`src/rtl/tdit_pkg.sv`:
```
// Shared types and constants for the tag to dense index table.
// No dependencies; used by every module of the block.
package tdit_pkg;

   localparam int unsigned CAPACITY = 1024;
   localparam int unsigned IDX_W = $clog2(CAPACITY);
   localparam int unsigned CNT_W = IDX_W + 1;

   // operation codes (req_tuser)
   localparam logic [2:0] MODE_ADD     = 3'd0;
   localparam logic [2:0] MODE_REMOVE  = 3'd1;
   localparam logic [2:0] MODE_TAG_AT  = 3'd2;
   localparam logic [2:0] MODE_POS_OF  = 3'd3;
   localparam logic [2:0] MODE_SET_TAG = 3'd4;
   localparam logic [2:0] MODE_EXISTS  = 3'd5;

   // status codes
   localparam logic [1:0] STAT_OK        = 2'd0;
   localparam logic [1:0] STAT_NO_TAGS   = 2'd1;
   localparam logic [1:0] STAT_ABSENT    = 2'd2;
   localparam logic [1:0] STAT_POS_RANGE = 2'd3;

   // special values
   localparam logic signed [CNT_W-1:0] VAL_REMOVED = -11'sd1;
   localparam logic signed [CNT_W-1:0] VAL_RANGE   = -11'sd2;

   typedef struct packed {
      logic clear;      // clear one tag-map entry
      logic load;       // capture request beat
      logic eval;       // evaluate operation
      logic rem_move;   // remove: move last entry into freed slot
      logic rem_free;   // remove: mark tag and last slot free
      logic publish;    // load output register
   } dp_cmd_type;

   typedef struct packed {
      logic clear_done;
      logic rem_go;
      logic out_free;
   } dp_stat_type;

endpackage

```
`src/rtl/tdit_ctrl.sv`:
```
// Controller: sequences clear pass, lookup, update and response.
// Depends on tdit_pkg; commands tdit_dp.
module tdit_ctrl (
   input  logic                  clock,
   input  logic                  reset,
   input  logic                  req_tvalid,
   output logic                  req_tready,
   input  tdit_pkg::dp_stat_type stat,
   output tdit_pkg::dp_cmd_type  cmd
);
   typedef enum logic [2:0] {
      S_CLEAR, S_IDLE, S_READ, S_EVAL, S_REM_MOVE, S_REM_FREE, S_RESP
   } state_type;

   state_type state_ff;
   logic      ready_ff;

   always_ff @(posedge clock) begin
      if (reset) begin
         state_ff <= S_CLEAR;
         ready_ff <= 1'b0;
      end else begin
         case (state_ff)
            S_CLEAR: begin
               if (stat.clear_done) begin
                  state_ff <= S_IDLE;
                  ready_ff <= 1'b1;
               end
            end
            S_IDLE: begin
               if (req_tvalid) begin
                  state_ff <= S_READ;
                  ready_ff <= 1'b0;
               end
            end
            S_READ: state_ff <= S_EVAL;
            S_EVAL: state_ff <= stat.rem_go ? S_REM_MOVE : S_RESP;
            S_REM_MOVE: state_ff <= S_REM_FREE;
            S_REM_FREE: state_ff <= S_RESP;
            S_RESP: begin
               if (stat.out_free) begin
                  state_ff <= S_IDLE;
                  ready_ff <= 1'b1;
               end
            end
            default: begin
               state_ff <= S_CLEAR;
               ready_ff <= 1'b0;
            end
         endcase
      end
   end

   assign req_tready   = ready_ff;
   assign cmd.clear    = (state_ff == S_CLEAR);
   assign cmd.load     = ready_ff && req_tvalid;
   assign cmd.eval     = (state_ff == S_EVAL);
   assign cmd.rem_move = (state_ff == S_REM_MOVE);
   assign cmd.rem_free = (state_ff == S_REM_FREE);
   assign cmd.publish  = (state_ff == S_RESP) && stat.out_free;
endmodule

```
`config.mk`:
```
export PLATFORM = sky130hd
export DESIGN_NAME = tdit_ctrl
export DESIGN_NICKNAME = d
export VERILOG_FILES = /design/src/rtl/tdit_pkg.sv /design/src/rtl/tdit_ctrl.sv
export SDC_FILE = /design/constraint.sdc
export NUM_CORES = 1
export LEC_CHECK = 0
export BUFFER_PORTS_ARGS = -buffer_cell sky130_fd_sc_hd__buf_2
export CAP_MARGIN = 30
export CORE_AREA = 3 3 40 42
export CTS_BUF_LIST = sky130_fd_sc_hd__clkbuf_2
export CTS_CLUSTER_DIAMETER = 100
export DETAILED_ROUTE_END_ITERATION = 12
export DIE_AREA = 0 0 43 45
export REMOVE_ABC_BUFFERS = 1
export SETUP_SLACK_MARGIN = 0.2
export SLEW_MARGIN = 20
export SYNTH_ARGS = -nofsm -noshare
export SYNTH_HDL_FRONTEND = slang
export SYNTH_SLANG_ARGS = --single-unit
```
`constraint.sdc`:
```
create_clock -name clock -period 1.65 [get_ports clock]
set_clock_uncertainty 0.15 [all_clocks]
set_input_delay 0.33 -clock clock [delete_from_list [all_inputs] [get_ports clock]]
set_output_delay 0.33 -clock clock [all_outputs]
set_load 0.05 [all_outputs]
```
; Word level (Yosys, flattened, before mapping)
; Cells that the tools add are included.
[word_totals]
inputBits = 6
output_inout_bits = 7
regBits = 4
[op_classes]
n_bitwise = 1
n_reduce_logical = 6
n_eq_ne = 9
muxes = 9
[op_table]
columns = operator, n
row1 = 3-bit one-hot mux with 7 select lines, 1
row2 = 3-bit == test (second input constant), 3
row3 = 3-bit two-way mux, 3
row4 = 3-bit by 2-bit == test with 1-bit output (second input constant), 2
row5 = 2-bit inequality test (second input constant), 3
row6 = 1-bit one-hot mux with 4 select lines, 1
row7 = 4-bit AND reduction, 1
row8 = 4-bit OR reduction, 1
row9 = 3-bit by 1-bit == test with 1-bit output (second input constant), 1
row10 = 3-bit zero test, 1
row11 = 1-bit two-way mux, 3
row12 = 3-bit AND reduction, 1
row13 = 1-bit logical AND, 2
row14 = 2-bit two-way mux, 1
row15 = 1-bit inverter, 1

; Longest topological paths before layout
[depth]
ltp_word = 4
ltp_mapped = 4
mapped_depth_nobuf = 3

; Worst setup path before layout
; Ideal clock, no wire load.
[synth_path]
path_kind = register to output
from = reg state_ff[2]
to = out cmd[2] (netlist name)
arrival_time_ps = 1619
setup_slack_ps = -449
path_buffers = 1
required_ps = 1170
path_stages_with_launch = 3
path_cell_list = dfxtp_1 buf_6 nor3b_1
[synth_lines]
columns = item, line
row1 = "start, declared", tdit_ctrl.sv:15  ; state_type state_ff;
row2 = "start signal, assigned", tdit_ctrl.sv:37  ; S_EVAL: state_ff <= stat.rem_go ? S_REM_MOVE : S_RESP;
row3 = "end, declared", tdit_ctrl.sv:9  ; output tdit_pkg::dp_cmd_type cmd

==> results.md <==
* CTS tree: built
* Residual DRC at 0
* # hold bufs at CTS at 0
* Detailed-route vias per instance at approximately 4.3
* Yosys reg bits at 4
* Clock Path Buffers at 2
* Status: finished, final reports clean
* Core footprint at roughly 1300 µm²
* Hold Vio Cnt, Final at 0
* Final HPWL DP at between 400 and 500 µm
* Relative slew slack at 84.0%
* Pre-CTS WS at between 0.09 and 0.1 ns
* Starting DRT DRC Count at 2
* Via total after detailed routing at around 290
* First-pass GRT wire length at 1060 µm
* Worst Tran Pin Value at 0.239 ns
* Total global routing overflow at 0
* PwrDens at approximately 800 nW/µm²
* Worst Setup End Kind: primary output
* Post-Syn Instances at 34
* Initial antenna violation count at 0
* GRT Overall Usage at under 10%
* Initial Utilization at 22.8%
* CTS clk-pin slew, worst paths at around 0.04 ns
* Library cells used by synthesis at 20
* RD Place Congestion at 0.746
* Yosys Warn Count at 0
* Pin count of the biggest net entering global routing at 10
* Row count at 13
* Commonest non-fill, non-tap cells in the layout: buf_2 (7), buf_6 (5), buf_4 (5)
* Final Cell Area at 438 µm²
* Skew-Pair Late Insertion Delay at ~0.2 ns
* Minimum clock period at ~1.6 ns
* Antenna Violating Nets Remaining at 0
* Worst Setup Path Type: reg -> out
* Clock root buffer: clkbuf_2
* Most common cell after layout, fill and taps aside: buf_2
* # diodes at 0
* Die height at 45 µm
* Worst EP arrival at between 1 and 1.5 ns
* PnR worst setup slack at about 0.090 ns
* Syn_area_per_cell at 8.61 µm²
* Final Util at 34.1%
* Layout cells sized above 1 at 58.8%
* Layout Nets at 59
* Die area at 1940 µm²
* Vias in the first global route at between 200 and 300
* Post-DP Area at 360 µm²
* Post-Route Setup TNS at 0 ns
* Routed Wire Length at ~630 µm
* First-pass iteration count of the detailed router at 3
* Area leader, netlist: dfxtp_1
* Area growth syn-to-layout at 49.6%
* Leakage at 0.199 nW
* F_max at roughly 640 MHz
* Die width at roughly 43 µm
* H-tree level count at 1
* Slew Limit Fails at 0
* Yosys top cell area share at a little over a quarter
* Worst hold path class: in -> reg
* Startpoint Class: register
* Layout Cells excl Fill at between 60 and 70
* Maxcap violations at 0
* Port buffer count at 12
* Placed cell count at approximately 60
* Cell area after synthesis at approximately 290 µm²
* WP data required at ~1.2 ns
* Clock sinks at 4
* Final period util at 94.6%
* RSZ-0062 raised after global routing: true
* Top post-synthesis cells by area: dfxtp_1 (27%), buf_6 (12%), nor3_4 (5.6%)
* Max VDD drop at approximately 0.00037 V
* WL per Instance at around 9.5 µm
* Final setup viols at 0
* Worst-path maximum fanout at 7
* Sequential fraction of the synthesis area at a little over a quarter
* CTS Buf Count at 3
* I/O pins at 13
[layer usage]
metal	routed length [µm]	vias to the layer above	track usage (%)
li1	-	151	-
met1	307	122	9.20
met2	254	13	10.2
met3	67	0	6.37
met4	0	0	1.81
met5	0	-	0
[report_power, final]
part | leakage [nW] | internal, mW | total (mW) | switching [mW]
Sequential | 0.0347 | 0.107 | 0.119 | 0.0120
Combinational | 0.152 | 0.0619 | 0.144 | 0.0823
Clock | 0.0125 | 0.0488 | 0.0856 | 0.0368
[state kept, by name (all words and copies together) (netlist names)]
register and cells:
req_tready 1, state_ff 3
[worst paths after layout]
path	from	endpoint	slack (ns)	depth (start not counted)
hold / removal	reset	state_ff[0]	0.19	2
setup / recovery	state_ff[0]	cmd[3]	0.09	4
hold reg to reg	state_ff[2]	state_ff[2]	0.38	2
setup reg to reg	state_ff[1]	req_tready	0.31	5
[cells by family (layout without fill, tap and decap cells)]
logic type,count (synthesis),after routing,share of synthesized area [%]
AND/OR/NAND/NOR,15,15,31.6
AO/OA/AOI/OAI,9,9,25.6
buffers and inverters,6,23,15.4
flip-flops,4,4,27.4
[cell usage after synthesis]
cell,count
a2111oi_2,1
a21oi_1,1
a221oi_2,1
a31oi_1,1
and2_1,1
and3_2,1
buf_6,3
dfxtp_1,4
inv_1,3
nand2_1,4
nand2b_1,1
nand3b_1,1
nor2_1,3
nor2b_2,1
nor3_4,1
nor3b_1,1
o21a_1,2
o21ai_0,2
o221ai_1,1
or2_1,1
[what timing repair did]
item                                    CTS  global route
buffers inserted                          2             0
endpoints found under the setup margin    5             5
pin swaps                                 2             0
gates resized for setup                  16             1
[worst max-delay path: stages (launching register included)]
cell     delay [ns]
dfxtp_4        0.36
nand2_1        0.06
or2_1          0.22
inv_1          0.07
buf_6          0.15
[through the flow]
stage / hold slack (ns) / power [mW]
floorplan: 0.246 / 0.206
global placement: 0.411 / 0.246
detailed placement: 0.413 / 0.246
CTS: 0.167 / 0.359
global route: 0.185 / 0.379
finish: 0.188 / 0.349
[layout make-up]
class / count / area, µm²
Fill cell: 135 / 847
Timing Repair Buffer: 17 / 129
Tap cell: 15 / 18.8
Multi-Input combinational cell: 24 / 175
Clock buffer: 3 / 15.0
Inverter: 3 / 11.3
Sequential cell: 4 / 88.8
Power figures use the tool's default switching activity.
